===== src/rtl/assert_macros.svh =====
// assertion macros shared by the rtl of the pulse pair asymmetry core
// no dependencies; included by files that carry concurrent checks
`ifndef ASSERT_MACROS_SVH
`define ASSERT_MACROS_SVH

// antecedent true implies consequent true on the same edge
`define ASSERT_IMPLIES(lbl, clk, rstn, ante, cons, msg) \
    lbl: assert property (@(posedge clk) disable iff (!(rstn)) (ante) |-> (cons)) \
        else $error(msg);

// condition must never be seen at a clock edge
`define ASSERT_NEVER(lbl, clk, rstn, cond, msg) \
    lbl: assert property (@(posedge clk) disable iff (!(rstn)) !(cond)) \
        else $error(msg);

`endif


===== src/rtl/tppa_pkg.sv =====
// shared types and constants of the triggered pulse pair asymmetry core
// no dependencies; imported by every rtl module of the block
`timescale 1ns / 1ps

package tppa_pkg;

    // sample and window sizing
    localparam int SAMPLE_BITS = 32;
    localparam int MAX_WINDOW  = 1023;
    localparam int CNT_W       = $clog2(MAX_WINDOW + 1);
    localparam int ACC_W       = SAMPLE_BITS + CNT_W;
    localparam int DIFF_W      = ACC_W + 1;

    // fixed port widths
    localparam int IN_W   = 32;
    localparam int IDX_W  = 20;
    localparam int RAW_W  = 43;
    localparam int OUT_W  = 64;
    localparam int GAIN_W = 32;
    localparam int SHF_W  = 6;
    localparam int THR_W  = 31;
    localparam int WIN_W  = 10;

    // scaling datapath: magnitude split into a 32 bit low part and the rest
    localparam int MAG_W  = (DIFF_W > 32) ? DIFF_W : 33;
    localparam int HI_W   = MAG_W - 32;
    localparam int PROD_W = MAG_W + GAIN_W;

    // pair queue between front and back
    localparam int Q_DEPTH = 4;
    localparam int Q_PTR_W = $clog2(Q_DEPTH);
    localparam int Q_CNT_W = $clog2(Q_DEPTH + 1);

    // configuration port
    localparam int CFG_IDX_W  = 3;
    localparam int CFG_DATA_W = 32;

    typedef enum logic [CFG_IDX_W-1:0] {
        CFG_THRESHOLD = 3'd0,
        CFG_DELAY     = 3'd1,
        CFG_LENGTH    = 3'd2,
        CFG_GAIN      = 3'd3,
        CFG_SHIFT     = 3'd4
    } t_cfg_reg;

    localparam logic [THR_W-1:0]  RST_THRESHOLD = THR_W'(95000000);
    localparam logic [WIN_W-1:0]  RST_DELAY     = WIN_W'(400);
    localparam logic [WIN_W-1:0]  RST_LENGTH    = WIN_W'(600);
    localparam logic [GAIN_W-1:0] RST_GAIN      = GAIN_W'(1);
    localparam logic [SHF_W-1:0]  RST_SHIFT     = SHF_W'(0);

    typedef struct packed {
        logic [THR_W-1:0]  threshold;
        logic [WIN_W-1:0]  delay;
        logic [WIN_W-1:0]  length;
        logic [GAIN_W-1:0] gain;
        logic [SHF_W-1:0]  shift;
    } t_cfg;

    // one completed pulse pair
    typedef struct packed {
        logic [IDX_W-1:0]         idx;
        logic signed [DIFF_W-1:0] diff;
    } t_pair_word;

    typedef struct packed {
        logic full;
        logic nonempty;
    } t_q_status;

endpackage


===== src/rtl/tppa_fifo.sv =====
// short queue of completed pairs between front and back
// depends on tppa_pkg
`timescale 1ns / 1ps

module tppa_fifo
    import tppa_pkg::*;
(
    input  logic       i_clk,
    input  logic       i_rst_n,
    input  logic       i_push,
    input  t_pair_word i_push_word,
    input  logic       i_pop,
    output t_pair_word o_head_word,
    output t_q_status  o_status
);

    t_pair_word          r_mem [Q_DEPTH];
    logic [Q_PTR_W-1:0]  r_wptr;
    logic [Q_PTR_W-1:0]  r_rptr;
    logic [Q_CNT_W-1:0]  r_count;
    logic                do_pop;

    assign o_status.full     = (r_count == Q_CNT_W'(Q_DEPTH));
    assign o_status.nonempty = (r_count != '0);
    assign o_head_word       = r_mem[r_rptr];
    assign do_pop            = i_pop && o_status.nonempty;

    always_ff @(posedge i_clk) begin
        if (i_push) begin
            r_mem[r_wptr] <= i_push_word;
        end
    end

    always_ff @(posedge i_clk) begin
        if (!i_rst_n) begin
            r_wptr  <= '0;
            r_rptr  <= '0;
            r_count <= '0;
        end else begin
            if (i_push) begin
                r_wptr <= r_wptr + Q_PTR_W'(1);
            end
            if (do_pop) begin
                r_rptr <= r_rptr + Q_PTR_W'(1);
            end
            case ({i_push, do_pop})
                2'b10:   r_count <= r_count + Q_CNT_W'(1);
                2'b01:   r_count <= r_count - Q_CNT_W'(1);
                default: r_count <= r_count;
            endcase
        end
    end

endmodule


===== config.mk =====
export PLATFORM = sky130hd
export DESIGN_NAME = tppa_fifo
export DESIGN_NICKNAME = d
export VERILOG_FILES = /design/src/rtl/assert_macros.svh /design/src/rtl/tppa_pkg.sv /design/src/rtl/tppa_fifo.sv
export SDC_FILE = /design/constraint.sdc
export NUM_CORES = 1
export LEC_CHECK = 0
export ABC_AREA = 0
export BUFFER_PORTS_ARGS = -buffer_cell sky130_fd_sc_hd__buf_2
export CAP_MARGIN = 20
export CORE_MARGIN = 5
export CORE_UTILIZATION = 45
export CTS_CLUSTER_DIAMETER = 200
export CTS_CLUSTER_SIZE = 16
export DETAILED_ROUTE_END_ITERATION = 8
export PLACE_DENSITY = 0.71
export RECOVER_POWER = 100
export SYNTH_ARGS = -nofsm -noshare
export SYNTH_HDL_FRONTEND = slang
export SYNTH_SLANG_ARGS = --single-unit

===== constraint.sdc =====
create_clock -name i_clk -period 2.57 [get_ports i_clk]
set_clock_uncertainty 0.15 [all_clocks]
set_input_delay 0 -clock i_clk [delete_from_list [all_inputs] [get_ports i_clk]]
set_output_delay 0 -clock i_clk [all_outputs]
set_load 0.01 [all_outputs]

Word level (Yosys, flattened, before mapping)
Memory sizes are Yosys's and may differ from the RTL's. A register that Yosys moved wholly into a read port is not among the register bits.
Index checks and enable logic that the tools add are counted.
{ "op_classes": {"addsub": 4, "n_eq_ne": 3, "muxes": 5, "reduce_logical": 3} }
{ "ops": {"columns": ["operator", "n"], "rows": [
  ["$pmux W3 S2", 1],
  ["$add A2 B1 Y2 const B", 2],
  ["$mux W2", 2],
  ["$add A3 B1 Y3 const B", 1],
  ["$eq A3 B3 Y1 const B", 1],
  ["$reduce_bool A3 Y1", 1],
  ["$sub A3 B1 Y3 const B", 1],
  ["$eq A2 B1 Y1 const B", 1],
  ["$eq A2 B2 Y1 const B", 1],
  ["$mux W1", 2],
  ["$reduce_bool A2 Y1", 1],
  ["$logic_and A1 B1 Y1", 1]
]} }
{ "word_totals": {"ff_bits": 7, "mem_bits_rw": 252, "inputBits": 67, "out_inout_bits": 65, "elab_cells": 19, "n_memories": 1} }
{ "mem_list": {"columns": ["memory", "words", "word_bits", "rd", "rd_ports_with_merged_regs", "wr", "line", "text"], "rows": [
  ["r_mem", 4, 63, 1, 1, 1, "tppa_fifo.sv:17", "t_pair_word r_mem [Q_DEPTH];"]
]} }

Logic depth before layout (Yosys ltp)
{ "depth": {"depth_word": 4, "ltp_mapped": 7, "ltp_nobuf": 7} }

Worst setup path after synthesis
No wires, ideal clock.
{ "synth_path": {"path_type": "register -> register", "from": "register r_wptr[0]", "to": "memory r_mem[2][0] in the netlist's numbering (enable)", "setup_ns": 0.427, "arrival_time_ns": 2.024, "required_time_ns": 1.993, "path_slack_ns": -0.031, "path_stages_with_launch": 4, "path_buffers": 0, "synth_period_minus_slack_ns": 2.601, "cell_sequence": "dfxtp_1 -> inv_1 -> ha_1 -> and2_1"} }
{ "synth_lines": {"columns": ["item", "line", "text"], "rows": [
  ["start: declaration", "tppa_fifo.sv:18", "logic [Q_PTR_W-1:0] r_wptr;"],
  ["start signal: assignment", "tppa_fifo.sv:41", "r_wptr <= r_wptr + Q_PTR_W'(1);"],
  ["end: declaration", "tppa_fifo.sv:17", null]
]} }
Straight into the memory's write port.

Final worst setup path
{ "layout_path": {"from": "register r_wptr[0]", "to": "memory r_mem[0][58] in the netlist's numbering (enable)"} }
Straight into the memory's write port.

==> results.rst <==
.. list-table::
   :header-rows: 1

   * - Metric
     - Value
   * - Result of the run
     - complete, no violations
   * - Number of global-route vias before repair
     - 4,834
   * - Final Cycle Share
     - 88.7%
   * - Biggest cell delay along the critical path
     - 0.63 ns
   * - Worst setup slack for register-to-register paths
     - 0.29 ns
   * - Clock slew at the register clock pins of the worst setup and hold paths
     - 0.07 ns
   * - Placement Rows
     - 53
   * - Actual transition at the worst max-transition pin
     - 0.916 ns
   * - Post-synthesis instance area
     - 9630 sq um
   * - Startpoint of the most critical register-to-register path
     - r_wptr[0]
   * - Fin. max-slew vios
     - 0
   * - Number of antenna violations at the first check in global routing
     - 0
   * - Worst-case headroom to the max-slew limit
     - 38.9%
   * - Die W
     - 156 microns
   * - CTS tree
     - built
   * - Met1 Use GR
     - 19.5%
   * - Hold Violations, Final
     - 0
   * - IO buf count
     - 131
   * - Top area cells in the synthesized netlist
     - sky130_fd_sc_hd__edfxtp_1 79%, sky130_fd_sc_hd__mux4_2 14%, sky130_fd_sc_hd__dfxtp_1 1.9%
   * - Worst Reg-to-Reg Cells
     - 4
   * - Initial DRT Pass Iterations
     - 4
   * - Global placer's final weighted congestion
     - 0.721
   * - Final Core Density
     - 55.8%
   * - Worst hold-check slack
     - 0.153 ns
   * - Signal arrival time at the worst endpoint
     - 2.28 ns
   * - Syn-to-layout area delta
     - 21.8%
   * - Synth warn
     - 0
   * - CTS Buffer Depth
     - 3
   * - GRT Resource Usage Total
     - 14.4%
   * - Max IR drop VDD
     - 0.512 mV
   * - Classification of the worst setup path
     - reg -> reg
   * - Detailed-route via count
     - 4,484
   * - Synth Area per Inst
     - 25.6 sq um
   * - Sum of routed wire length over all layers
     - 17,500 microns
   * - Final min period
     - 2.28 ns
   * - I/O pin count
     - 132
   * - Global Route met2 Usage
     - 24.4%
   * - Std-Cell Core Area
     - 21,000 sq um
   * - Wire length of the first global-routing pass
     - 27,500 microns
   * - Final setup TNS
     - 0 ns
   * - Count of cells resized by post-cts repair
     - 0
   * - Cell variety after synth
     - 23
   * - Vert. Die Dim
     - 156 microns
   * - Cell count of the worst hold path
     - 2
   * - Maximum net fanout on the critical path
     - 24
   * - Postcts setup bufs
     - 0
   * - Startpoint kind of the worst setup timing path
     - flop
   * - Data required time at the worst endpoint
     - 2.57 ns
   * - Number of antenna cells inserted
     - 0
   * - TritonCTS buffer count
     - 20
   * - Layout Cells excl Fill
     - 884
   * - Clk Latency, worst-skew pair
     - 0.49 ns
   * - Most Used Layer, Global Route
     - met2
   * - Routing usage on met3
     - 3.26%
   * - Number of violations of the max-capacitance limit
     - 0
   * - Syn_nets
     - 449
   * - Ordered cell list for the critical path
     - inv_1 -> ha_1 -> and2_0 -> clkbuf_4
   * - CTS Sinks
     - 261
   * - Worst hold path endpoint
     - r_mem[3][43]
   * - Deepest level of the CTS H-tree
     - 1
   * - Flip-flop and latch count after synthesis
     - 261
   * - Element type at the critical path end
     - flop
   * - RSZ-0062 raised after global routing
     - false
   * - Largest net degree at the start of global routing
     - 36
   * - Pleak
     - 3.67 nW
   * - Final number of setup-violating endpoints
     - 0
   * - Pwr Density
     - 826 nW/um^2
   * - Number of design-rule violations left by the first detailed-router iteration
     - 248
   * - Area enclosed by the die boundary
     - 24,400 sq um
   * - Number of nets with antenna violations after detailed routing
     - 0
   * - Total congestion overflow
     - 0
   * - Effective utilization at floorplan
     - 45.8%
   * - Synthesized instance count
     - 376
   * - Vias per cell
     - 5.07
   * - Post-layout net count
     - 668
   * - Post-detail-place hpwl
     - 11,000 microns
   * - Source of the worst hold timing path
     - i_push_word[43]
   * - Number of remaining DRC errors
     - 0
   * - Root Driver
     - sky130_fd_sc_hd__clkbuf_16
   * - Cell taking the most area after synthesis
     - sky130_fd_sc_hd__edfxtp_1
   * - Area share of the largest cell type after synthesis
     - 78.6%
   * - Filler cell count
     - 1,604
   * - Fmax
     - 438 MHz
   * - Standard cell with the maximum stage delay on the critical path
     - sky130_fd_sc_hd__and2_0
   * - Layout cell share with drive strength beyond 1
     - 17.4%
   * - Sequential cell area fraction in the yosys report
     - 80.5%
   * - Reg-to-Reg End
     - r_mem[0][58]
   * - Placed cells
     - 781
   * - Wire per inst
     - 19.7 microns
   * - Tightest Hold Check Type
     - in -> reg
[through the flow]
step                      cell area (sq um)  setup WS [ns]  power [mW]
after floorplan                        9630          0.635        6.40
after global placement                10700          0.590        6.93
after detailed placement              10700          0.387        6.99
after CTS                             11900          0.319        9.95
after global routing                  11700          0.128        10.2
final                                 11700          0.289        9.69
[worst max-delay path by stage]
stage	start	end	slack (ns)	depth (start not counted)
2_1_floorplan	r_count[0]	r_count[2]	0.63	7
3_3_place_gp	r_count[0]	r_count[2]	0.59	7
3_5_place_dp	r_count[0]	r_count[2]	0.39	7
4_1_cts	flop	o_head_word[56]	0.32	3
5_1_grt	r_wptr[1]	r_mem[0][22]	0.13	4
6_report	r_wptr[0]	r_mem[0][58]	0.29	4
[cells in the mapped netlist (all sizes together)]
master	count
clkbuf	1
nand2	1
fa	1
buf	13
xor2	2
nor2b	3
o31a	1
o21ai	2
and2	8
a21boi	1
o311ai	1
ha	5
xnor2	3
dfxtp	9
mux4	63
edfxtp	252
or3	2
and3	1
mux2i	1
inv	6
[metal layers]
metal  part of all wire, %  up-vias
li1                      -     2036
met1                    42     2310
met2                    51      113
met3                   5.7       25
met4                   1.7        0
met5                     0        -
[flip-flops by register name, indices dropped and copies added, names as in the netlist, named ones only]
| signal | flops |
|---|---|
| r_mem | 252 |
| r_count | 3 |
| r_rptr | 2 |
| r_wptr | 2 |
[cells by family after synthesis]
family / synth area share [%]
XOR/XNOR: 0.455
buffers and inverters: 1.95
adder cells (fa/ha/maj): 0.858
AO/OA/AOI/OAI: 0.364
multiplexers: 15.0
AND/OR/NAND/NOR: 0.949
flip-flops: 80.5
[cell type report]
cell class | count | area [sq um] | area share [%]
clock inverters | 1 | 16.3 | 0.139
well taps | 275 | 344 | 2.93
inverters | 6 | 22.5 | 0.192
clock buffers | 35 | 578 | 4.93
repair buffers | 211 | 1320 | 11.2
multi-input cells | 95 | 1700 | 14.5
flip-flops and latches | 261 | 7750 | 66.1
[placed cells by master, fill, tap and decap left out, types with 2 or more instances in the layout]
master,Yosys,layout
sky130_fd_sc_hd__o21ai_0,2,2
sky130_fd_sc_hd__xor2_1,2,2
sky130_fd_sc_hd__and2_2,0,3
sky130_fd_sc_hd__buf_4,0,2
sky130_fd_sc_hd__or3_1,2,2
sky130_fd_sc_hd__and2_0,0,5
sky130_fd_sc_hd__buf_2,6,7
sky130_fd_sc_hd__clkbuf_1,1,138
sky130_fd_sc_hd__clkbuf_2,0,5
sky130_fd_sc_hd__dlygate4sd3_1,0,67
sky130_fd_sc_hd__clkbuf_16,0,21
sky130_fd_sc_hd__mux4_2,60,60
sky130_fd_sc_hd__buf_12,6,5
sky130_fd_sc_hd__edfxtp_1,252,252
sky130_fd_sc_hd__ha_1,5,5
sky130_fd_sc_hd__inv_1,6,6
sky130_fd_sc_hd__xnor2_1,3,3
sky130_fd_sc_hd__nor2b_1,3,3
sky130_fd_sc_hd__dfxtp_1,9,8
sky130_fd_sc_hd__mux4_1,3,3
[where the power goes]
| group | switching [mW] | total, mW | internal, mW | leakage (nW) |
|---|---|---|---|---|
| Clock | 1.34 | 2.87 | 1.54 | 0.282 |
| Sequential | 0.106 | 5.01 | 4.90 | 2.39 |
| Combinational | 0.926 | 1.81 | 0.881 | 0.994 |
[what timing repair did]
item | CTS | global route
endpoints found under the hold margin | 282 | 0
hold buffers | 67 | 0
endpoints found under the setup margin | 0 | 0
[critical path: cells and delay by family (launching register included)]
kind / cells / cell delay, ns
adders and majority gates: 1 / 0.14
and+or+nand+nor: 1 / 0.63
buffers and inverters: 2 / 0.65
DFF: 1 / 0.35
No activity file was read; power rests on OpenSTA's default activity.
