**src/rtl/assert_macros.svh**
```systemverilog
// assertion macros shared by the rtl of the pulse pair asymmetry core
// no dependencies; included by files that carry concurrent checks
`ifndef ASSERT_MACROS_SVH
`define ASSERT_MACROS_SVH

// antecedent true implies consequent true on the same edge
`define ASSERT_IMPLIES(lbl, clk, rstn, ante, cons, msg) \
    lbl: assert property (@(posedge clk) disable iff (!(rstn)) (ante) |-> (cons)) \
        else $error(msg);

// condition must never be seen at a clock edge
`define ASSERT_NEVER(lbl, clk, rstn, cond, msg) \
    lbl: assert property (@(posedge clk) disable iff (!(rstn)) !(cond)) \
        else $error(msg);

`endif

```
**src/rtl/tppa_pkg.sv**
```systemverilog
// shared types and constants of the triggered pulse pair asymmetry core
// no dependencies; imported by every rtl module of the block
`timescale 1ns / 1ps

package tppa_pkg;

    // sample and window sizing
    localparam int SAMPLE_BITS = 32;
    localparam int MAX_WINDOW  = 1023;
    localparam int CNT_W       = $clog2(MAX_WINDOW + 1);
    localparam int ACC_W       = SAMPLE_BITS + CNT_W;
    localparam int DIFF_W      = ACC_W + 1;

    // fixed port widths
    localparam int IN_W   = 32;
    localparam int IDX_W  = 20;
    localparam int RAW_W  = 43;
    localparam int OUT_W  = 64;
    localparam int GAIN_W = 32;
    localparam int SHF_W  = 6;
    localparam int THR_W  = 31;
    localparam int WIN_W  = 10;

    // scaling datapath: magnitude split into a 32 bit low part and the rest
    localparam int MAG_W  = (DIFF_W > 32) ? DIFF_W : 33;
    localparam int HI_W   = MAG_W - 32;
    localparam int PROD_W = MAG_W + GAIN_W;

    // pair queue between front and back
    localparam int Q_DEPTH = 4;
    localparam int Q_PTR_W = $clog2(Q_DEPTH);
    localparam int Q_CNT_W = $clog2(Q_DEPTH + 1);

    // configuration port
    localparam int CFG_IDX_W  = 3;
    localparam int CFG_DATA_W = 32;

    typedef enum logic [CFG_IDX_W-1:0] {
        CFG_THRESHOLD = 3'd0,
        CFG_DELAY     = 3'd1,
        CFG_LENGTH    = 3'd2,
        CFG_GAIN      = 3'd3,
        CFG_SHIFT     = 3'd4
    } t_cfg_reg;

    localparam logic [THR_W-1:0]  RST_THRESHOLD = THR_W'(95000000);
    localparam logic [WIN_W-1:0]  RST_DELAY     = WIN_W'(400);
    localparam logic [WIN_W-1:0]  RST_LENGTH    = WIN_W'(600);
    localparam logic [GAIN_W-1:0] RST_GAIN      = GAIN_W'(1);
    localparam logic [SHF_W-1:0]  RST_SHIFT     = SHF_W'(0);

    typedef struct packed {
        logic [THR_W-1:0]  threshold;
        logic [WIN_W-1:0]  delay;
        logic [WIN_W-1:0]  length;
        logic [GAIN_W-1:0] gain;
        logic [SHF_W-1:0]  shift;
    } t_cfg;

    // one completed pulse pair
    typedef struct packed {
        logic [IDX_W-1:0]         idx;
        logic signed [DIFF_W-1:0] diff;
    } t_pair_word;

    typedef struct packed {
        logic full;
        logic nonempty;
    } t_q_status;

endpackage

```
**src/rtl/tppa_front.sv**
```systemverilog
// front end: trigger search, delay, boxcar integration and pair differencing
// depends on tppa_pkg
`timescale 1ns / 1ps

module tppa_front
    import tppa_pkg::*;
(
    input  logic                   i_clk,
    input  logic                   i_rst_n,
    input  t_cfg                   i_cfg,
    input  logic                   i_accept,
    input  logic [IN_W-1:0]        i_trigger_sample,
    input  logic [IN_W-1:0]        i_signal_sample,
    output logic                   o_push,
    output t_pair_word             o_push_word
);

    logic [CNT_W-1:0]        r_holdoff, n_holdoff;
    logic [CNT_W-1:0]        r_pend, n_pend;
    logic [CNT_W-1:0]        r_integ, n_integ;
    logic signed [ACC_W-1:0] r_acc, n_acc;
    logic signed [ACC_W-1:0] r_first, n_first;
    logic                    r_phase, n_phase;
    logic [IDX_W-1:0]        r_pair, n_pair;

    logic signed [SAMPLE_BITS-1:0] trig;
    logic signed [SAMPLE_BITS-1:0] sig;
    logic [SAMPLE_BITS-1:0]        tmag;
    logic [31:0]                   w32;
    logic [31:0]                   d32;
    logic [CNT_W-1:0]              eff_w;
    logic [CNT_W-1:0]              eff_d;
    logic                          fire;
    logic                          start;
    logic [CNT_W-1:0]              integ_base;
    logic signed [ACC_W-1:0]       acc_base;
    logic signed [ACC_W-1:0]       acc_sum;
    logic                          done;

    always_comb begin
        trig = signed'(i_trigger_sample[SAMPLE_BITS-1:0]);
        sig  = signed'(i_signal_sample[SAMPLE_BITS-1:0]);
        tmag = trig[SAMPLE_BITS-1] ? SAMPLE_BITS'(-trig) : SAMPLE_BITS'(trig);

        // effective window and clamped delay
        w32 = 32'(i_cfg.length);
        if (w32 == 32'd0) begin
            w32 = 32'd1;
        end else if (w32 > 32'(MAX_WINDOW)) begin
            w32 = 32'(MAX_WINDOW);
        end
        d32   = (32'(i_cfg.delay) < w32) ? 32'(i_cfg.delay) : w32;
        eff_w = w32[CNT_W-1:0];
        eff_d = d32[CNT_W-1:0];

        fire = (r_holdoff == '0) && (32'(tmag) > 32'(i_cfg.threshold));

        n_pend = (r_pend != '0) ? r_pend - CNT_W'(1) : '0;
        start  = (r_pend == CNT_W'(1));
        if (fire && eff_d != '0) begin
            n_pend = eff_d;
        end
        if (fire && eff_d == '0) begin
            start = 1'b1;
        end

        if (r_holdoff != '0) begin
            n_holdoff = r_holdoff - CNT_W'(1);
        end else if (fire) begin
            n_holdoff = eff_w - CNT_W'(1);
        end else begin
            n_holdoff = '0;
        end

        // a new start drops any unfinished sum
        integ_base = start ? eff_w : r_integ;
        acc_base   = start ? '0 : r_acc;
        acc_sum    = acc_base + ACC_W'(sig);

        n_integ = integ_base;
        n_acc   = acc_base;
        done    = 1'b0;
        if (integ_base != '0) begin
            n_integ = integ_base - CNT_W'(1);
            n_acc   = acc_sum;
            done    = (integ_base == CNT_W'(1));
        end

        n_first = r_first;
        n_phase = r_phase;
        n_pair  = r_pair;
        o_push  = 1'b0;
        o_push_word.idx  = r_pair;
        o_push_word.diff = DIFF_W'(r_first) - DIFF_W'(acc_sum);
        if (done) begin
            if (!r_phase) begin
                n_first = acc_sum;
                n_phase = 1'b1;
            end else begin
                o_push  = i_accept;
                n_pair  = r_pair + IDX_W'(1);
                n_phase = 1'b0;
            end
        end
    end

    always_ff @(posedge i_clk) begin
        if (!i_rst_n) begin
            r_holdoff <= '0;
            r_pend    <= '0;
            r_integ   <= '0;
            r_acc     <= '0;
            r_first   <= '0;
            r_phase   <= 1'b0;
            r_pair    <= '0;
        end else if (i_accept) begin
            r_holdoff <= n_holdoff;
            r_pend    <= n_pend;
            r_integ   <= n_integ;
            r_acc     <= n_acc;
            r_first   <= n_first;
            r_phase   <= n_phase;
            r_pair    <= n_pair;
        end
    end

endmodule

```
**config.mk**
```make
export PLATFORM = sky130hd
export DESIGN_NAME = tppa_front
export DESIGN_NICKNAME = d
export VERILOG_FILES = /design/src/rtl/assert_macros.svh /design/src/rtl/tppa_pkg.sv /design/src/rtl/tppa_front.sv
export SDC_FILE = /design/constraint.sdc
export NUM_CORES = 1
export LEC_CHECK = 0
export BUFFER_PORTS_ARGS = -buffer_cell sky130_fd_sc_hd__buf_2
export CORE_UTILIZATION = 45
export DETAILED_ROUTE_END_ITERATION = 8
export PLACE_DENSITY = 0.73
export SLEW_MARGIN = 20
export SYNTH_ARGS = -nofsm -noshare
export SYNTH_HDL_FRONTEND = slang
export SYNTH_SLANG_ARGS = --single-unit
```
**constraint.sdc**
```tcl
create_clock -name i_clk -period 48.7 [get_ports i_clk]
set_clock_uncertainty 0.05 [all_clocks]
set_input_delay 9.74 -clock i_clk [delete_from_list [all_inputs] [get_ports i_clk]]
set_output_delay 9.74 -clock i_clk [all_outputs]
set_load 0.01 [all_outputs]
```
### After elaboration in Yosys (flattened, before gate mapping)

Cells that the tools add are included.

* eq/ne operators: 2
* add/sub/neg operators: 8
* bitwise logic cells: 1
* reduce and logical (&&, ||, !) cells: 13
* $lt $le $gt $ge: 2
* muxes and demuxes: 16

Operators with widths (count)
* 42-bit two-way mux: 2
* 10-bit two-way mux: 8
* 42-bit by 42-bit subtractor with 43-bit output: 1
* 42-bit by 32-bit adder with 42-bit output: 1
* 10-bit nonzero test: 4
* 10-bit by 1-bit subtractor with 10-bit output (second input constant): 4
* 32-bit by 31-bit greater-than comparator with 1-bit output: 1
* 10-bit by 32-bit less-than comparator with 1-bit output: 1
* 32-bit two-way mux: 1
* 32-bit negator: 1
* 10-bit logical NOT: 3
* 20-bit by 1-bit adder with 20-bit output (second input constant): 1
* 10-bit by 1-bit == test with 1-bit output (second input constant): 2
* 3-bit AND reduction: 2
* 1-bit two-way mux: 5
* 1-bit logical AND: 3
* 2-bit AND reduction: 1
* 1-bit inverter: 1

* register bits after elaboration: 135
* output and inout bits: 64
* word-level logic and storage cells: 49

### Logic depth before layout (Yosys ltp)

Gate-level depths: netlist (run 1).

* word-level depth: 11
* gate-level depth with buffers: 52
* mapped depth without buffers: 50

### Worst setup path after synthesis (run 1)

OpenSTA, ideal clock, no wires.

* kind: input -> output
* from: in i_trigger_sample[11]
* to: out o_push_word[40] (netlist name)
* required time: 38910 ps
* stages: 46
* arrival: 19058 ps
* buffers on the path: 3
* slack: 19852 ps
* cell sequence: or4_1 > nor3_1 > nand4b_1 > o41ai_1 > xnor2_1 > ha_1 > a21o_1 > a21o_1 > a21oi_1 > o21ai_0 > a21oi_1 > a21oi_1 > o31a_1 > o21a_1 > o21ai_0 > a22oi_1 > o21ai_2 > o31a_1 > (+10 left out) > o21ai_0 > xor2_1 > inv_1 > ha_1 > nand3_1 > or4_1 > a2111oi_1 > o21ai_0 > a21oi_1 > o2111ai_1 > a311oi_2 > maj3_2 > nand2_2 > a31oi_4 > maj3_2 > o21ai_2 > o21a_1 > a211oi_2

RTL lines
* start, declared: RTL line tppa_front.sv:12 `input logic [IN_W-1:0] i_trigger_sample,`
* end, declared: RTL line tppa_front.sv:15 `output t_pair_word o_push_word`

==> results of run 1 <==
critical path, delay by kind of cell:
| kind | cells | cell delay, ns |
|---|---|---|
| and+or+nand+nor | 9 | 2.69 |
| AOI/OAI and AO/OA | 24 | 5.70 |
| buffers and inverters | 4 | 0.45 |
| adders and majority gates | 6 | 1.85 |
| xor gates and xnor gates | 2 | 0.42 |
Yosys cell counts, drive strengths merged, types with 27 or more instances:
cell / instances
clkbuf: 40
nor2b: 30
a21o: 31
nand3: 33
nor2: 96
and2: 69
ha: 114
nand2: 185
a22o: 37
a21boi: 54
xnor2: 91
inv: 114
xor2: 30
o21ai: 112
nor3: 47
buf: 27
a21oi: 86
dfxtp: 135
logic make-up (layout without fill, tap and decap cells):
logic type	after synthesis	in the layout	synth area share (%)
buffers and inverters	181	333	5.66
adder cells (fa/ha/maj)	129	129	12.3
multiplexers	17	17	1.37
other	0	1	0
AND/OR/NAND/NOR	586	586	22.8
flip-flops	135	135	20.9
XOR/XNOR	122	122	8.57
AO/OA/AOI/OAI	510	510	28.4
power groups by stage:
stage / sequential (mW) / clock [mW] / combinational (mW)
after global placement: 0.156 / 0 / 0.527
after floorplan: 0.152 / 0 / 0.411
after global routing: 0.159 / 0.132 / 0.606
after detailed placement: 0.157 / 0 / 0.540
after CTS: 0.155 / 0.127 / 0.542
final: 0.156 / 0.124 / 0.545
routing by layer:
metal	up-vias	routed length (um)	global-route usage, %
met5	-	0	0
met4	0	574	6.87
met3	45	1700	3.36
met2	336	16300	40.9
met1	5912	15400	28.8
li1	6340	-	-
sequential cells by signal, indices dropped and copies added, names as in the netlist:
signal,count
r_integ,10
r_phase,1
r_first,42
r_pair,20
r_holdoff,10
r_acc,42
r_pend,10
cells in the final DEF (no fill, tap or decap), types with 31 or more instances in the layout:
cell and count:
nor2_1 96, nand3_1 33, a21o_1 31, o21ai_0 97, nand2_1 183, nor3_1 47, a21boi_0 52, and2_1 66
a21oi_1 83, inv_1 113, xnor2_1 91, ha_1 114, dfxtp_1 135, a22o_1 37, buf_2 181
final timing paths:
path                             from               to  cells after the start
setup / recovery  i_trigger_sample[3]  o_push_word[40]                     45
hold / removal              r_acc[24]        r_acc[24]                      1
setup reg to reg         r_holdoff[0]      r_first[40]                     27
hold reg to reg             r_acc[24]        r_acc[24]                      1
final cells by class:
| type | instances | area, sq um | area share [%] |
|---|---|---|---|
| sequential | 135 | 2700 | 18.5 |
| clock buffer | 17 | 425 | 2.91 |
| inverter | 114 | 428 | 2.92 |
| antenna | 1 | 2.50 | 0.0171 |
| tap | 378 | 473 | 3.23 |
| clock inverter | 15 | 129 | 0.880 |
| multi-input combinational | 1364 | 9530 | 65.1 |
| timing repair buffer | 187 | 951 | 6.50 |
==> results.py, run 1 <==
metrics = {
    "global_routing": {
        "grt_max_degree": 99,
        "antenna_found_initial": 1,
        "first_global_vias": 12100,
        "grt_pass1_wl_mm": 56.1,
        "grt_usage_pct": 23.1,
        "grt-ovfl-total": 0,
    },
    "logic_synthesis": {
        "synth_edf_count": 0,
        "synth_top_cell_by_area": "dfxtp_1",
        "synth-main-ff-cell": "dfxtp_1",
        "netlist_instances": 1680,
        "syn_nets": 1952,
        "synth.distinct_cells": 108,
        "ys_seq_area_share_pct": 20.9,
        "netlist_top_cells_area": "dfxtp_1 21%, ha_1 11%, xnor2_1 6.2%",
        "syn_avg_cell_area_sq_um": 7.71,
        "synth_top_area_share_pct": 20.9,
        "synth_warnings": 0,
        "ys_seq_elements": 135,
        "async_flop_share_pct": 0,
        "synth_area_sq_mm": 0.0130,
    },
    "power_and_ir_drop": {
        "irDropWorstVdd_uv": 25.2,
        "power_uw": 824,
        "power_frac_comb_pct": 66.1,
        "p_switching_uw": 398,
        "internal_power_uw": 426,
        "power_density_mw_per_mm2": 56.3,
        "p_clk_share_pct": 15.0,
        "switching_share_pct": 48.3,
        "p_leak_nw": 6.48,
        "p_seq_share_pct": 18.9,
    },
    "worst_setup_path": {
        "critPathCaptureType": "primary output",
        "arrival_ns": 20.89,
        "max_stage_delay_ns": 0.71,
        "slowest_stage": "a2111oi_1",
        "crit_type": "in2out",
        "rrSetupSlack_ns": 41.75,
        "cp-start-kind": "input port",
        "cp_common_cell": "o21ai_0",
        "path_max_fanout": 17,
        "cp_data_required_time_ns": 38.91,
    },
    "timing": {
        "worst_pin_slew_ns": 0.911,
        "slew_violations": 0,
        "final.period_utilization_pct": 63.0,
        "max_slew_margin_pct": 39.3,
        "setup_tns_ns": 0,
        "setup_ws_ns": 18.02,
        "whs_ns": 0.404,
        "rsz0062_at_grt": "no",
        "finalSetupViolations": 0,
        "finalHoldViolCount": 0,
        "fin_crit_ns": 30.68,
        "fmax_mhz": 32.6,
    },
    "routing": {
        "routed_wl_mm": 33.9,
        "firstDrtPassIters": 5,
        "drc_errors": 0,
        "drt_iter0_drc": 769,
        "vias": 12600,
        "vias_per_cell": 5.71,
        "routedWlPerCell_um": 15.3,
        "postRouteAntennaNets": 0,
    },
    "die": {
        "die_h_um": 172,
        "initial_core_util_pct": 46.1,
        "num_rows": 61,
        "die_x_um": 172,
        "dieArea_sq_mm": 0.0295,
        "ioPinCount": 220,
        "coreArea_sq_mm": 0.0281,
    },
    "clock_network": {
        "holdBufCountCts": 0,
        "cts_tree": "yes",
        "cts_buffers": 17,
        "path_clk_slew_ns": 0.06,
        "cts_root_buf": "clkbuf_16",
        "ctsResizeCount": 0,
        "cts_setup_buffers": 0,
        "cts_buffer_depth": 2,
        "cts-htree-levels": 4,
        "cts.sinks": 135,
        "insertion_delay_ns": 0.42,
    },
    "placed_design": {
        "post-place-ws_ns": 18.13,
        "port_buffers": 181,
        "gp_congestion": 0.940,
        "placedInstanceArea_sq_mm": 0.0141,
        "dp_hpwl_mm": 25.5,
        "placed_cells": 2178,
    },
    "job": {
        "maxCapViolations": 0,
    },
    "cells_and_area": {
        "finalInstanceArea_sq_mm": 0.0146,
        "layout.nets": 2091,
        "n_fill_cell": 2785,
        "finalNonFillerCells": 2211,
        "utilization_pct": 52.1,
        "final_layout_size_suffix_gt1_share_pct": 15.3,
        "synthToLayoutAreaGrowth_pct": 13.0,
    },
    "outcome": {
        "status": "completed",
    },
    "hold_path": {
        "hold_class": "reg2reg",
    },
}
(Power assumes the default switching activity.)
==> run 2: changes to the inputs <==
--- a/config.mk
+++ b/config.mk
@@ -8,7 +8,7 @@
 export BUFFER_PORTS_ARGS = -buffer_cell sky130_fd_sc_hd__buf_2
 export CORE_UTILIZATION = 45
 export DETAILED_ROUTE_END_ITERATION = 8
-export PLACE_DENSITY = 0.73
+export PLACE_DENSITY = 0.76
 export SLEW_MARGIN = 20
 export SYNTH_ARGS = -nofsm -noshare
 export SYNTH_HDL_FRONTEND = slang
==> constraint.sdc (replaced) <==
create_clock -name i_clk -period 27.9 [get_ports i_clk]
set_clock_uncertainty 0.05 [all_clocks]
set_input_delay 5.58 -clock i_clk [delete_from_list [all_inputs] [get_ports i_clk]]
set_output_delay 5.58 -clock i_clk [all_outputs]
set_load 0.01 [all_outputs]
==> results.py, run 2 (same netlist as run 1, synthesis figures left out) <==
metrics = {
    "worst_setup_path": {
        "slowest_stage": "a2111oi_1",
        "path_buf_inv": 4,
        "cp-start-kind": "input port",
        "crit_family": "compound AO/OA/AOI/OAI gates",
        "rr_startpoint": "r_holdoff[0]",
        "critPathCaptureType": "primary output",
        "crit_type": "in2out",
        "setup.worst_path.start": "i_trigger_sample[3]",
        "max_stage_delay_ns": 0.72,
        "cp_data_required_time_ns": 22.27,
        "path_max_fanout": 17,
        "arrival_ns": 16.92,
        "cp_common_cell": "o21ai_0",
    },
    "timing": {
        "final.period_utilization_pct": 80.8,
        "slew_violations": 0,
        "rsz0062_at_grt": "no",
        "fin_crit_ns": 22.55,
        "whs_ns": 0.409,
        "max_slew_margin_pct": 39.3,
        "setup_tns_ns": 0,
        "worst_pin_slew_ns": 0.911,
        "fmax_mhz": 44.4,
        "finalSetupViolations": 0,
        "finalHoldViolCount": 0,
    },
    "global_routing": {
        "grt_max_degree": 99,
        "grt_usage_pct": 22.9,
        "grt_pass1_wl_mm": 55.2,
        "first_global_vias": 11800,
        "antenna_found_initial": 1,
        "grt-ovfl-total": 0,
    },
    "power_and_ir_drop": {
        "internal_power_uw": 771,
        "irDropWorstVdd_uv": 47.3,
        "p_seq_share_pct": 18.6,
        "power_density_mw_per_mm2": 99.6,
        "switching_share_pct": 47.3,
        "p_leak_nw": 6.52,
        "p_clk_share_pct": 16.3,
        "power_frac_comb_pct": 65.1,
        "p_switching_uw": 692,
    },
    "cells_and_area": {
        "final_common_cell": "nand2_1",
        "layout.nets": 2091,
        "multiInputGateArea_sq_mm": 0.00953,
        "register_area_sq_mm": 0.00270,
        "reg_top3": "r_acc (42), r_first (42), r_pair (20)",
        "n_fill_cell": 2706,
        "finalInstanceArea_sq_mm": 0.0147,
        "final_layout_size_suffix_gt1_share_pct": 15.3,
        "final_cell_mix": "183 x nand2_1, 181 x buf_2, 135 x dfxtp_1",
        "num_antenna_cells": 0,
        "synthToLayoutAreaGrowth_pct": 13.4,
    },
    "clock_network": {
        "holdBufCountCts": 0,
        "cts_setup_buffers": 0,
        "ctsResizeCount": 0,
        "cts_buffers": 17,
        "cts-htree-levels": 4,
        "cts_buffer_depth": 2,
        "cts_root_buf": "clkbuf_16",
        "cts_tree": "yes",
        "path_clk_slew_ns": 0.06,
        "insertion_delay_ns": 0.43,
        "cts.sinks": 135,
    },
    "hold_path": {
        "hold_class": "reg2reg",
        "hold_path.startpoint": "r_acc[36]",
    },
    "routing": {
        "vias_per_cell": 5.78,
        "routed_wl_mm": 33.9,
        "postRouteAntennaNets": 0,
        "drc_errors": 0,
        "vias": 12800,
        "drt_iter0_drc": 787,
        "firstDrtPassIters": 5,
        "routedWlPerCell_um": 15.3,
    },
    "outcome": {
        "status": "completed",
    },
    "job": {
        "maxCapViolations": 0,
    },
    "die": {
        "coreArea_sq_mm": 0.0281,
        "num_rows": 61,
        "dieArea_sq_mm": 0.0295,
        "die_x_um": 172,
        "die_h_um": 172,
        "ioPinCount": 220,
        "initial_core_util_pct": 46.1,
    },
    "placed_design": {
        "dp_hpwl_mm": 25.6,
        "port_buffers": 181,
        "placedInstanceArea_sq_mm": 0.0141,
        "gp_congestion": 0.942,
    },
}
[run 2: final timing paths]
path / depth (start not counted) / slack (ns) / endpoint
worst max-delay path: 45 / 5.35 / o_push_word[40]
worst min-delay path: 1 / 0.41 / r_acc[36]
worst max register to register: 27 / 21.01 / r_first[40]
worst min register to register: 1 / 0.41 / r_acc[36]
[run 2: power by group through the flow]
stage,combinational [mW],sequential (mW),clock (mW)
after floorplan,0.717,0.265,0
after global placement,0.919,0.272,0
after detailed placement,0.941,0.274,0
after CTS,0.948,0.270,0.242
after global routing,1.06,0.277,0.250
final,0.953,0.272,0.239
[run 2: routing by layer]
| metal | vias up | wire length (um) | GRT usage, % |
|---|---|---|---|
| met5 | - | 0 | 0 |
| met4 | 0 | 599 | 7.14 |
| met3 | 59 | 2120 | 3.93 |
| met2 | 387 | 16300 | 40.6 |
| met1 | 5998 | 14900 | 28.0 |
| li1 | 6336 | - | - |
[run 2: final cells by class]
| cell class | instances | share of cell area [%] |
|---|---|---|
| clock buffer | 19 | 3.01 |
| clock inverter | 13 | 1.15 |
| inverter | 114 | 2.91 |
| multi-input combinational | 1364 | 64.8 |
| sequential | 135 | 18.4 |
| tap | 378 | 3.22 |
| timing repair buffer | 187 | 6.47 |
[run 2: per-stage QoR]
stage,total power [mW],cells,utilization (%),setup WS (ns)
finish,1.46,2210,52.3,5.35
global route,1.58,2210,52.3,4.54
CTS,1.46,2210,52.3,5.39
detailed placement,1.21,2178,50.1,5.46
global placement,1.19,2178,50.1,5.71
floorplan,0.982,1680,-,7.37
