<file path="config.mk">
export PLATFORM = sky130hd
export DESIGN_NAME = tppa_back
export DESIGN_NICKNAME = d
export VERILOG_FILES = /design/src/rtl/assert_macros.svh /design/src/rtl/tppa_pkg.sv /design/src/rtl/tppa_back.sv
export SDC_FILE = /design/constraint.sdc
export NUM_CORES = 2
export LEC_CHECK = 0
export ABC_AREA = 1
export BUFFER_PORTS_ARGS = -buffer_cell sky130_fd_sc_hd__buf_2
export CORE_MARGIN = 2
export CORE_UTILIZATION = 50
export DETAILED_ROUTE_END_ITERATION = 8
export MAX_ROUTING_LAYER = met4
export PLACE_DENSITY = 0.75
export SLEW_MARGIN = 20
export SYNTH_ARGS = -nofsm -noshare
export SYNTH_HDL_FRONTEND = slang
export SYNTH_SLANG_ARGS = --single-unit
</file>
<file path="constraint.sdc">
create_clock -name i_clk -period 54.4 [get_ports i_clk]
set_input_delay 10.88 -clock i_clk [delete_from_list [all_inputs] [get_ports i_clk]]
set_output_delay 10.88 -clock i_clk [all_outputs]
set_load 0.1 [all_outputs]
</file>
<file path="src/rtl/assert_macros.svh">
// assertion macros shared by the rtl of the pulse pair asymmetry core
// no dependencies; included by files that carry concurrent checks
`ifndef ASSERT_MACROS_SVH
`define ASSERT_MACROS_SVH

// antecedent true implies consequent true on the same edge
`define ASSERT_IMPLIES(lbl, clk, rstn, ante, cons, msg) \
    lbl: assert property (@(posedge clk) disable iff (!(rstn)) (ante) |-> (cons)) \
        else $error(msg);

// condition must never be seen at a clock edge
`define ASSERT_NEVER(lbl, clk, rstn, cond, msg) \
    lbl: assert property (@(posedge clk) disable iff (!(rstn)) !(cond)) \
        else $error(msg);

`endif

</file>
<file path="src/rtl/tppa_pkg.sv">
// shared types and constants of the triggered pulse pair asymmetry core
// no dependencies; imported by every rtl module of the block
`timescale 1ns / 1ps

package tppa_pkg;

    // sample and window sizing
    localparam int SAMPLE_BITS = 32;
    localparam int MAX_WINDOW  = 1023;
    localparam int CNT_W       = $clog2(MAX_WINDOW + 1);
    localparam int ACC_W       = SAMPLE_BITS + CNT_W;
    localparam int DIFF_W      = ACC_W + 1;

    // fixed port widths
    localparam int IN_W   = 32;
    localparam int IDX_W  = 20;
    localparam int RAW_W  = 43;
    localparam int OUT_W  = 64;
    localparam int GAIN_W = 32;
    localparam int SHF_W  = 6;
    localparam int THR_W  = 31;
    localparam int WIN_W  = 10;

    // scaling datapath: magnitude split into a 32 bit low part and the rest
    localparam int MAG_W  = (DIFF_W > 32) ? DIFF_W : 33;
    localparam int HI_W   = MAG_W - 32;
    localparam int PROD_W = MAG_W + GAIN_W;

    // pair queue between front and back
    localparam int Q_DEPTH = 4;
    localparam int Q_PTR_W = $clog2(Q_DEPTH);
    localparam int Q_CNT_W = $clog2(Q_DEPTH + 1);

    // configuration port
    localparam int CFG_IDX_W  = 3;
    localparam int CFG_DATA_W = 32;

    typedef enum logic [CFG_IDX_W-1:0] {
        CFG_THRESHOLD = 3'd0,
        CFG_DELAY     = 3'd1,
        CFG_LENGTH    = 3'd2,
        CFG_GAIN      = 3'd3,
        CFG_SHIFT     = 3'd4
    } t_cfg_reg;

    localparam logic [THR_W-1:0]  RST_THRESHOLD = THR_W'(95000000);
    localparam logic [WIN_W-1:0]  RST_DELAY     = WIN_W'(400);
    localparam logic [WIN_W-1:0]  RST_LENGTH    = WIN_W'(600);
    localparam logic [GAIN_W-1:0] RST_GAIN      = GAIN_W'(1);
    localparam logic [SHF_W-1:0]  RST_SHIFT     = SHF_W'(0);

    typedef struct packed {
        logic [THR_W-1:0]  threshold;
        logic [WIN_W-1:0]  delay;
        logic [WIN_W-1:0]  length;
        logic [GAIN_W-1:0] gain;
        logic [SHF_W-1:0]  shift;
    } t_cfg;

    // one completed pulse pair
    typedef struct packed {
        logic [IDX_W-1:0]         idx;
        logic signed [DIFF_W-1:0] diff;
    } t_pair_word;

    typedef struct packed {
        logic full;
        logic nonempty;
    } t_q_status;

endpackage

</file>
<file path="src/rtl/tppa_back.sv">
// back end: gain multiply, shift, saturation and running total per pair
// depends on tppa_pkg; output register drives the result channel
`timescale 1ns / 1ps

module tppa_back
    import tppa_pkg::*;
(
    input  logic                   i_clk,
    input  logic                   i_rst_n,
    input  t_cfg                   i_cfg,
    input  t_pair_word             i_head_word,
    input  t_q_status              i_q_status,
    output logic                   o_pop,
    output logic                   o_out_valid,
    input  logic                   i_out_stall,
    output logic [IDX_W-1:0]       o_pair_index,
    output logic [RAW_W-1:0]       o_raw_difference,
    output logic [OUT_W-1:0]       o_scaled_difference,
    output logic [OUT_W-1:0]       o_scaled_total
);

    localparam logic [OUT_W-1:0] SAT_MAX = {1'b0, {(OUT_W-1){1'b1}}};
    localparam logic [OUT_W-1:0] SAT_MIN = {1'b1, {(OUT_W-1){1'b0}}};

    function automatic logic [OUT_W-1:0] sat_add(input logic [OUT_W-1:0] x,
                                                 input logic [OUT_W-1:0] y);
        logic [OUT_W-1:0] r;
        r = x + y;
        if ((x[OUT_W-1] == y[OUT_W-1]) && (r[OUT_W-1] != x[OUT_W-1])) begin
            r = x[OUT_W-1] ? SAT_MIN : SAT_MAX;
        end
        return r;
    endfunction

    // per-stage valids and ready chain
    logic r_v1, r_v2, r_v3, r_v4, r_v5, r_v6, r_vout;
    logic rdy1, rdy2, rdy3, rdy4, rdy5, rdy6, rdy_out;

    // common payload carried down the stages
    logic [IDX_W-1:0]         r1_idx, r2_idx, r3_idx, r4_idx, r5_idx, r6_idx;
    logic signed [DIFF_W-1:0] r1_diff, r2_diff, r3_diff, r4_diff, r5_diff, r6_diff;
    logic                     r1_neg, r2_neg, r3_neg, r4_neg, r5_neg;

    logic [MAG_W-1:0]         r1_mag;
    logic [HI_W-1:0]          r2_hi;
    logic [63:0]              r2_a, r3_a;
    logic [HI_W+GAIN_W-1:0]   r3_b;
    logic [PROD_W-1:0]        r4_prod;
    logic [PROD_W-1:0]        r5_q;
    logic                     r5_rem;
    logic [OUT_W-1:0]         r6_sc;
    logic [OUT_W-1:0]         r_total;

    logic [MAG_W-1:0]         mag;
    logic [PROD_W-1:0]        rem_mask;
    logic [OUT_W:0]           neg_sum;
    logic [OUT_W-1:0]         sc;
    logic [OUT_W-1:0]         total_next;
    logic [OUT_W-1:0]         diff_ext;

    assign rdy_out = !r_vout || !i_out_stall;
    assign rdy6    = !r_v6 || rdy_out;
    assign rdy5    = !r_v5 || rdy6;
    assign rdy4    = !r_v4 || rdy5;
    assign rdy3    = !r_v3 || rdy4;
    assign rdy2    = !r_v2 || rdy3;
    assign rdy1    = !r_v1 || rdy2;
    assign o_pop   = rdy1 && i_q_status.nonempty;

    always_comb begin
        mag = i_head_word.diff[DIFF_W-1] ? MAG_W'(-i_head_word.diff)
                                         : MAG_W'(i_head_word.diff);
        rem_mask = ~({PROD_W{1'b1}} << i_cfg.shift);
        neg_sum  = {1'b0, r5_q[OUT_W-1:0]} + (OUT_W+1)'(r5_rem);
        if (|r5_q[PROD_W-1:OUT_W-1]) begin
            sc = r5_neg ? SAT_MIN : SAT_MAX;
        end else begin
            sc = r5_neg ? OUT_W'(-neg_sum) : r5_q[OUT_W-1:0];
        end
        total_next = sat_add(r_total, r6_sc);
        diff_ext   = OUT_W'(r6_diff);
    end

    // valid bits and running total
    always_ff @(posedge i_clk) begin
        if (!i_rst_n) begin
            r_v1    <= 1'b0;
            r_v2    <= 1'b0;
            r_v3    <= 1'b0;
            r_v4    <= 1'b0;
            r_v5    <= 1'b0;
            r_v6    <= 1'b0;
            r_vout  <= 1'b0;
            r_total <= '0;
        end else begin
            if (rdy1)    r_v1   <= i_q_status.nonempty;
            if (rdy2)    r_v2   <= r_v1;
            if (rdy3)    r_v3   <= r_v2;
            if (rdy4)    r_v4   <= r_v3;
            if (rdy5)    r_v5   <= r_v4;
            if (rdy6)    r_v6   <= r_v5;
            if (rdy_out) r_vout <= r_v6;
            if (rdy_out && r_v6) begin
                r_total <= total_next;
            end
        end
    end

    // datapath stages
    always_ff @(posedge i_clk) begin
        if (rdy1) begin
            r1_idx  <= i_head_word.idx;
            r1_diff <= i_head_word.diff;
            r1_neg  <= i_head_word.diff[DIFF_W-1];
            r1_mag  <= mag;
        end
        if (rdy2) begin
            r2_idx  <= r1_idx;
            r2_diff <= r1_diff;
            r2_neg  <= r1_neg;
            r2_hi   <= r1_mag[MAG_W-1:32];
            r2_a    <= 64'(r1_mag[31:0]) * 64'(i_cfg.gain);
        end
        if (rdy3) begin
            r3_idx  <= r2_idx;
            r3_diff <= r2_diff;
            r3_neg  <= r2_neg;
            r3_a    <= r2_a;
            r3_b    <= (HI_W+GAIN_W)'(r2_hi) * (HI_W+GAIN_W)'(i_cfg.gain);
        end
        if (rdy4) begin
            r4_idx  <= r3_idx;
            r4_diff <= r3_diff;
            r4_neg  <= r3_neg;
            r4_prod <= PROD_W'(r3_a) + {r3_b, 32'd0};
        end
        if (rdy5) begin
            r5_idx  <= r4_idx;
            r5_diff <= r4_diff;
            r5_neg  <= r4_neg;
            r5_q    <= r4_prod >> i_cfg.shift;
            r5_rem  <= |(r4_prod & rem_mask);
        end
        if (rdy6) begin
            r6_idx  <= r5_idx;
            r6_diff <= r5_diff;
            r6_sc   <= sc;
        end
        if (rdy_out) begin
            o_pair_index        <= r6_idx;
            o_raw_difference    <= diff_ext[RAW_W-1:0];
            o_scaled_difference <= r6_sc;
            o_scaled_total      <= total_next;
        end
    end

    assign o_out_valid = r_vout;

endmodule

</file>
# Word level (Yosys, flattened, before mapping)
# Index checks and enable logic that the tools add are counted.
classes:
  add_sub_neg: 5
  n_reduce_logical: 20
  bitwise: 2
  n_mul: 2
  n_mux: 6
  eq_ne: 2
  shifts: 2
op_table:
  columns: ["cell", "count"]
  rows:
  - ["$mux 64", 5]
  - ["$add 64x75->75", 1]
  - ["$and 75x75->75", 1]
  - ["$not 75->75", 1]
  - ["$reduce_or 75->1", 1]
  - ["$shl 75x6->75 const A", 1]
  - ["$shr 75x6->75", 1]
  - ["$add 64x1->64", 1]
  - ["$add 64x64->64", 1]
  - ["$mul 32x32->64", 1]
  - ["$neg 64->64", 1]
  - ["$mul 11x32->43", 1]
  - ["$neg 43->43", 1]
  - ["$mux 42", 1]
  - ["$reduce_or 12->1", 1]
  - ["$logic_not 1->1", 8]
  - ["$logic_or 1x1->1", 7]
  - ["$logic_and 1x1->1", 3]
  - ["$eq 1x1->1", 1]
  - ["$ne 1x1->1", 1]
word_totals:
  out_inout_bits: 193
  input_bits: 157
  elab_cells: 78
  regBits: 1085

# Depth between registers and ports, before layout
depth:
  depth_word: 9
  mapped_depth: 31
  mapped_depth_nobuf: 29

# Worst setup path before layout
# No wires, ideal clock.
synth_timing:
  path_kind: "input-to-output"
  start: "input i_out_stall"
  end: "output o_pop"
  path_slack_ps: 12256
  t_required_ps: 43520
  cell_stages: 13
  arrival_ps: 31264
  path_buffers: 0
  cell_sequence: "nand2_1 -> nor2_1 -> inv_1 -> nor2_1 -> inv_1 -> nor2_1 -> inv_1 -> nor2_1 -> inv_1 -> nor2_1 -> inv_1 -> nor2_1 -> nor2_1"
synth_between:
  elab_chain_len: 9
synth_rtl:
  columns: ["element", "line", "source"]
  rows:
  - ["start, declared", "tppa_back.sv:15", "input logic i_out_stall,"]
  - ["$logic_not 1->1", "tppa_back.sv:61", "assign rdy_out = !r_vout || !i_out_stall;"]
  - ["$logic_or 1x1->1", "tppa_back.sv:61", null]
  - ["$logic_or 1x1->1", "tppa_back.sv:62", "assign rdy6 = !r_v6 || rdy_out;"]
  - ["net rdy6", "tppa_back.sv:37", "logic rdy1, rdy2, rdy3, rdy4, rdy5, rdy6, rdy_out;"]
  - ["$logic_or 1x1->1", "tppa_back.sv:63", "assign rdy5 = !r_v5 || rdy6;"]
  - ["net rdy5", "tppa_back.sv:37", null]
  - ["$logic_or 1x1->1", "tppa_back.sv:64", "assign rdy4 = !r_v4 || rdy5;"]
  - ["net rdy4", "tppa_back.sv:37", null]
  - ["$logic_or 1x1->1", "tppa_back.sv:65", "assign rdy3 = !r_v3 || rdy4;"]
  - ["net rdy3", "tppa_back.sv:37", null]
  - ["$logic_or 1x1->1", "tppa_back.sv:66", "assign rdy2 = !r_v2 || rdy3;"]
  - ["net rdy2", "tppa_back.sv:37", null]
  - ["$logic_or 1x1->1", "tppa_back.sv:67", "assign rdy1 = !r_v1 || rdy2;"]
  - ["$logic_and 1x1->1", "tppa_back.sv:68", "assign o_pop = rdy1 && i_q_status.nonempty;"]
  - ["end, declared", "tppa_back.sv:13", "output logic o_pop,"]
# The timed path passes the listed nets, and every way through them passes these cells.

# Final worst setup path
# Ends and elaborated chain as after synthesis.

==> parameters.txt <==
Parameter                              Value

Setup path
  End of the worst register-to-register path    r2_a[39]
  Critical Path Most Common Cell    sky130_fd_sc_hd__nor2_1
  Reg-to-reg critical path startpoint    r1_mag[25]
  Crit. path cell count    15
  Crit path buf inv count    7
  Slowest cell on the critical path    sky130_fd_sc_hd__inv_6
  Startpoint type of the worst setup path    primary input
  Worst setup path start    i_out_stall
  Critical setup path kind    in2out
  Data required time of the worst path    43.52 ns
  Worst setup path end    o_pop
  Cells along the critical path    buf_2 > nand2_4 > nor2_1 > inv_4 > nor2_1 > inv_6 > nor2_1 > inv_6 > nor2_1 > inv_6 > nor2_1 > inv_6 > nor2_1 > nor2_1 > buf_2
  Arr. time, crit path    16.07 ns
  Type of destination of the critical path    output port
  Delay of the slowest critical-path stage    0.64 ns
  Largest fanout on the critical path    80
  Worst-case reg-to-reg path depth    22
  CP delay by family, top    buffers and inverters
  Worst-case register-to-register setup slack    46.72 ns

Logic synthesis
  Mapped Nets    13600
  Post-synthesis average cell area    8.44 µm²
  Yosys warning count    0
  Distinct cell type count after synthesis    57
  Number of enable flip-flop cells after synthesis    1008
  Seq cells post-synth    1079
  Most used flip-flop cell after synthesis    sky130_fd_sc_hd__edfxtp_1
  Cell area after technology mapping    99700 µm²
  Register area share after synthesis    31.8%
  Synthesized instance count    11800
  Share of flip-flops with an asynchronous set or reset after synthesis    0%

STA
  Final-report max-slew violation count    0
  Fmax    37.1 MHz
  Worst slew pin tran    1.17 ns
  Number of setup violations in the final report    0
  Summed negative setup slack over all endpoints    0 ns
  Final critical path time including I/O delays and setup    26.95 ns
  Post-route fraction of the period consumed by the critical path    49.5%
  Worst clock skew    0.0470 ns
  Final Hold Vio Count    0
  Headroom to the max-slew limit    20.9%
  RSZ-0062 raised after global routing    no

Detailed routing
  Final wirelength    283 mm
  Number of detailed-route iterations in the first pass    8
  Via count    77300
  Drt first-iter violations    6784
  Drt drc    0
  Average detailed-routed wire length per instance    19.4 µm
  Detail-routed via count per cell    5.28
  Number of nets still failing antenna checks after routing    0

Global routing
  Vias in the first global route    78800
  Global-route total usage across every layer    29.0%
  Largest net degree at the start of global routing    109
  Initial antenna violation count    10
  Global-route wire length before repair    443 mm
  Congestion Overflow GR    0

CTS
  Clk pin slew, worst setup/hold paths    0.06 ns
  Clk Latency, worst-skew pair    0.73 ns
  CTS buffer count    107
  # Post-CTS Setup Buffers    0
  Total number of H-tree levels    3
  CTS tree    done
  Clock root buffer    sky130_fd_sc_hd__clkbuf_16
  Total of hold buffers inserted after clock tree synthesis    0
  PostCTS Resize Cnt    0
  TritonCTS sink count    1079
  Clk buf depth    3

Die
  Area enclosed by the die boundary    203000 µm²
  Count of boundary I/O pins    350
  Core area    198000 µm²
  Initial core utilization    50.4%
  Die height    451 µm
  Number of core rows    163
  Chip Width    451 µm

Place
  Count of port buffers added during placement    297
  Placer's final routability congestion estimate    1.04
  Hpwl dp    219 mm

Flow run
  Max Cap Violations    0

Final layout
  Area growth from synthesis to layout    7.43%
  Layout cells sized above 1    5.32%
  Total Nets Final    13700

Hold path
  Type of the worst min-delay path    reg2reg

Status
  Run status    finished clean
==> placed cells by master, fill, tap and decap left out, drive strengths merged, types with 41 or more instances in the layout <==
cell type	count
nor3	62
nor2	775
nand3	331
buf	402
nand2	3181
clkinv	50
fa	1167
edfxtp	1008
clkbuf	129
xnor2	63
a21oi	360
xor2	147
a31oi	55
o21bai	41
inv	2769
nand4	49
dfxtp	71
o21ai	544
ha	505
a21o	42
==> flip-flops by register name (all words and copies together), names as in the netlist, 42 cells and up <==
signal / flops
r4_diff: 43
o_scaled_total: 64
r5_q: 75
r6_sc: 64
r2_a: 64
r1_mag: 42
r3_b: 43
r5_diff: 43
r6_diff: 43
r2_diff: 43
o_scaled_difference: 64
r3_a: 64
r4_prod: 75
r1_diff: 43
o_raw_difference: 43
r_total: 64
r3_diff: 43
==> cell type report <==
| type | count | area (µm²) |
|---|---|---|
| fill | 18100 | 90700 |
| multi-input combinational | 7541 | 55900 |
| sequential | 1079 | 31700 |
| inverter | 2766 | 10400 |
| tap | 2640 | 3300 |
| clock buffer | 129 | 2770 |
| timing repair buffer | 402 | 2270 |
| clock inverter | 68 | 732 |
| antenna | 7 | 17.5 |
==> how the worst min path moves through the flow <==
| stage | slack [ns] | end | depth (start not counted) | startpoint |
|---|---|---|---|---|
| final | 0.39 | r4_prod[7] | 0 | r3_a[7] |
| after floorplan | 0.40 | o_pair_index[0] | 0 | r6_idx[0] |
| after CTS | 0.39 | r4_prod[7] | 0 | r3_a[7] |
| after detailed placement | 0.40 | o_pair_index[19] | 0 | r6_idx[19] |
| after global routing | 0.40 | r4_prod[7] | 0 | r3_a[7] |
| after global placement | 0.40 | r4_diff[12] | 0 | r3_diff[12] |
==> synthesized netlist by cell type (3+ instances only) <==
master | n | area (µm²)
sky130_fd_sc_hd__buf_2 | 34 | 170
sky130_fd_sc_hd__inv_1 | 2748 | 10300
sky130_fd_sc_hd__mux2i_1 | 33 | 330
sky130_fd_sc_hd__xnor2_1 | 63 | 552
sky130_fd_sc_hd__a211oi_1 | 3 | 22.5
sky130_fd_sc_hd__nor2_2 | 4 | 25.0
sky130_fd_sc_hd__a21o_1 | 42 | 315
sky130_fd_sc_hd__a21oi_1 | 356 | 1780
sky130_fd_sc_hd__nand2_2 | 21 | 131
sky130_fd_sc_hd__buf_1 | 16 | 60.1
sky130_fd_sc_hd__o21ai_1 | 48 | 240
sky130_fd_sc_hd__inv_2 | 14 | 52.6
sky130_fd_sc_hd__o21ai_0 | 495 | 2480
sky130_fd_sc_hd__edfxtp_1 | 1008 | 30300
sky130_fd_sc_hd__or2_1 | 3 | 18.8
sky130_fd_sc_hd__nor3_1 | 58 | 290
sky130_fd_sc_hd__a221oi_1 | 3 | 26.3
sky130_fd_sc_hd__o21bai_1 | 41 | 308
sky130_fd_sc_hd__ha_1 | 505 | 6320
sky130_fd_sc_hd__o31ai_1 | 8 | 60.1
sky130_fd_sc_hd__xor2_1 | 147 | 1290
sky130_fd_sc_hd__o221ai_1 | 7 | 61.3
sky130_fd_sc_hd__a21boi_0 | 12 | 90.1
sky130_fd_sc_hd__nor4_1 | 29 | 181
sky130_fd_sc_hd__o21a_1 | 23 | 173
sky130_fd_sc_hd__or2_2 | 17 | 106
sky130_fd_sc_hd__a21oi_2 | 4 | 35.0
sky130_fd_sc_hd__a31oi_1 | 55 | 344
sky130_fd_sc_hd__o2111ai_1 | 4 | 35.0
sky130_fd_sc_hd__and2_1 | 9 | 56.3
sky130_fd_sc_hd__nand4_1 | 49 | 307
sky130_fd_sc_hd__nand2_1 | 3160 | 11900
sky130_fd_sc_hd__nand3_1 | 330 | 1650
sky130_fd_sc_hd__nor3_2 | 3 | 30.0
sky130_fd_sc_hd__dfxtp_1 | 71 | 1420
sky130_fd_sc_hd__clkinv_1 | 4 | 15.0
sky130_fd_sc_hd__and3_1 | 5 | 31.3
sky130_fd_sc_hd__o22ai_1 | 6 | 37.5
sky130_fd_sc_hd__fa_1 | 1167 | 23400
sky130_fd_sc_hd__nand3b_1 | 21 | 158
sky130_fd_sc_hd__nor2_1 | 771 | 2890
sky130_fd_sc_hd__buf_4 | 6 | 45.0
sky130_fd_sc_hd__buf_6 | 6 | 67.6
sky130_fd_sc_hd__o211ai_1 | 26 | 195
sky130_fd_sc_hd__clkbuf_1 | 370 | 1390
==> worst register-to-register path, stage by stage (launching register included) <==
cell and delay [ns]:
sky130_fd_sc_hd__edfxtp_1 0.47, sky130_fd_sc_hd__buf_4 0.45, sky130_fd_sc_hd__nand2_1 0.14, sky130_fd_sc_hd__inv_1 0.11, sky130_fd_sc_hd__fa_1 0.42, sky130_fd_sc_hd__fa_1 0.50, sky130_fd_sc_hd__fa_1 0.52, sky130_fd_sc_hd__inv_1 0.05
sky130_fd_sc_hd__fa_1 0.48, sky130_fd_sc_hd__inv_1 0.06, sky130_fd_sc_hd__fa_1 0.50, sky130_fd_sc_hd__fa_1 0.57, sky130_fd_sc_hd__fa_1 0.44, sky130_fd_sc_hd__fa_1 0.54, sky130_fd_sc_hd__ha_1 0.51, sky130_fd_sc_hd__nand2_1 0.15
sky130_fd_sc_hd__nor2_1 0.15, sky130_fd_sc_hd__inv_1 0.10, sky130_fd_sc_hd__nor2_1 0.16, sky130_fd_sc_hd__nand2_1 0.07, sky130_fd_sc_hd__o21ai_0 0.65, sky130_fd_sc_hd__a21oi_1 0.17, sky130_fd_sc_hd__xor2_1 0.31
==> per-stage QoR <==
stage	util [%]	std cells	area, µm²	setup WS, ns	hold slack (ns)
after detailed placement	52.4	14400	104000	27.42	0.405
final	54.2	14600	107000	27.45	0.385
after global routing	54.2	14600	107000	26.96	0.398
after global placement	52.4	14400	104000	27.55	0.400
after floorplan	-	11800	99700	12.26	0.400
after CTS	54.1	14600	107000	27.28	0.387
==> cells by family (layout without fill, tap and decap cells) <==
| kind of cell | after synthesis | after routing | share of synthesized area (%) |
|---|---|---|---|
| and+or+nand+nor | 4485 | 4485 | 17.8 |
| muxes | 33 | 33 | 0.331 |
| adders and majority gates | 1672 | 1672 | 29.8 |
| AOI/OAI and AO/OA | 1141 | 1141 | 6.29 |
| other | 0 | 7 | 0 |
| buffers and inverters | 3198 | 3365 | 12.1 |
| DFF | 1079 | 1079 | 31.8 |
| xor gates and xnor gates | 210 | 210 | 1.84 |
==> per-layer routing <==
metal	share of wire [%]	wire (µm)	vias to the layer above	GRT usage (%)
met2	48	136000	3359	47.9
met4	6.5	18400	0	15.7
met1	39	109000	37000	34.7
met5	0	0	-	-
li1	-	-	36200	-
met3	6.9	19700	799	3.51
Power is left out: the tool's default activity adds up to more than one toggle a clock period on the data nets, which glitch-free logic cannot reach.
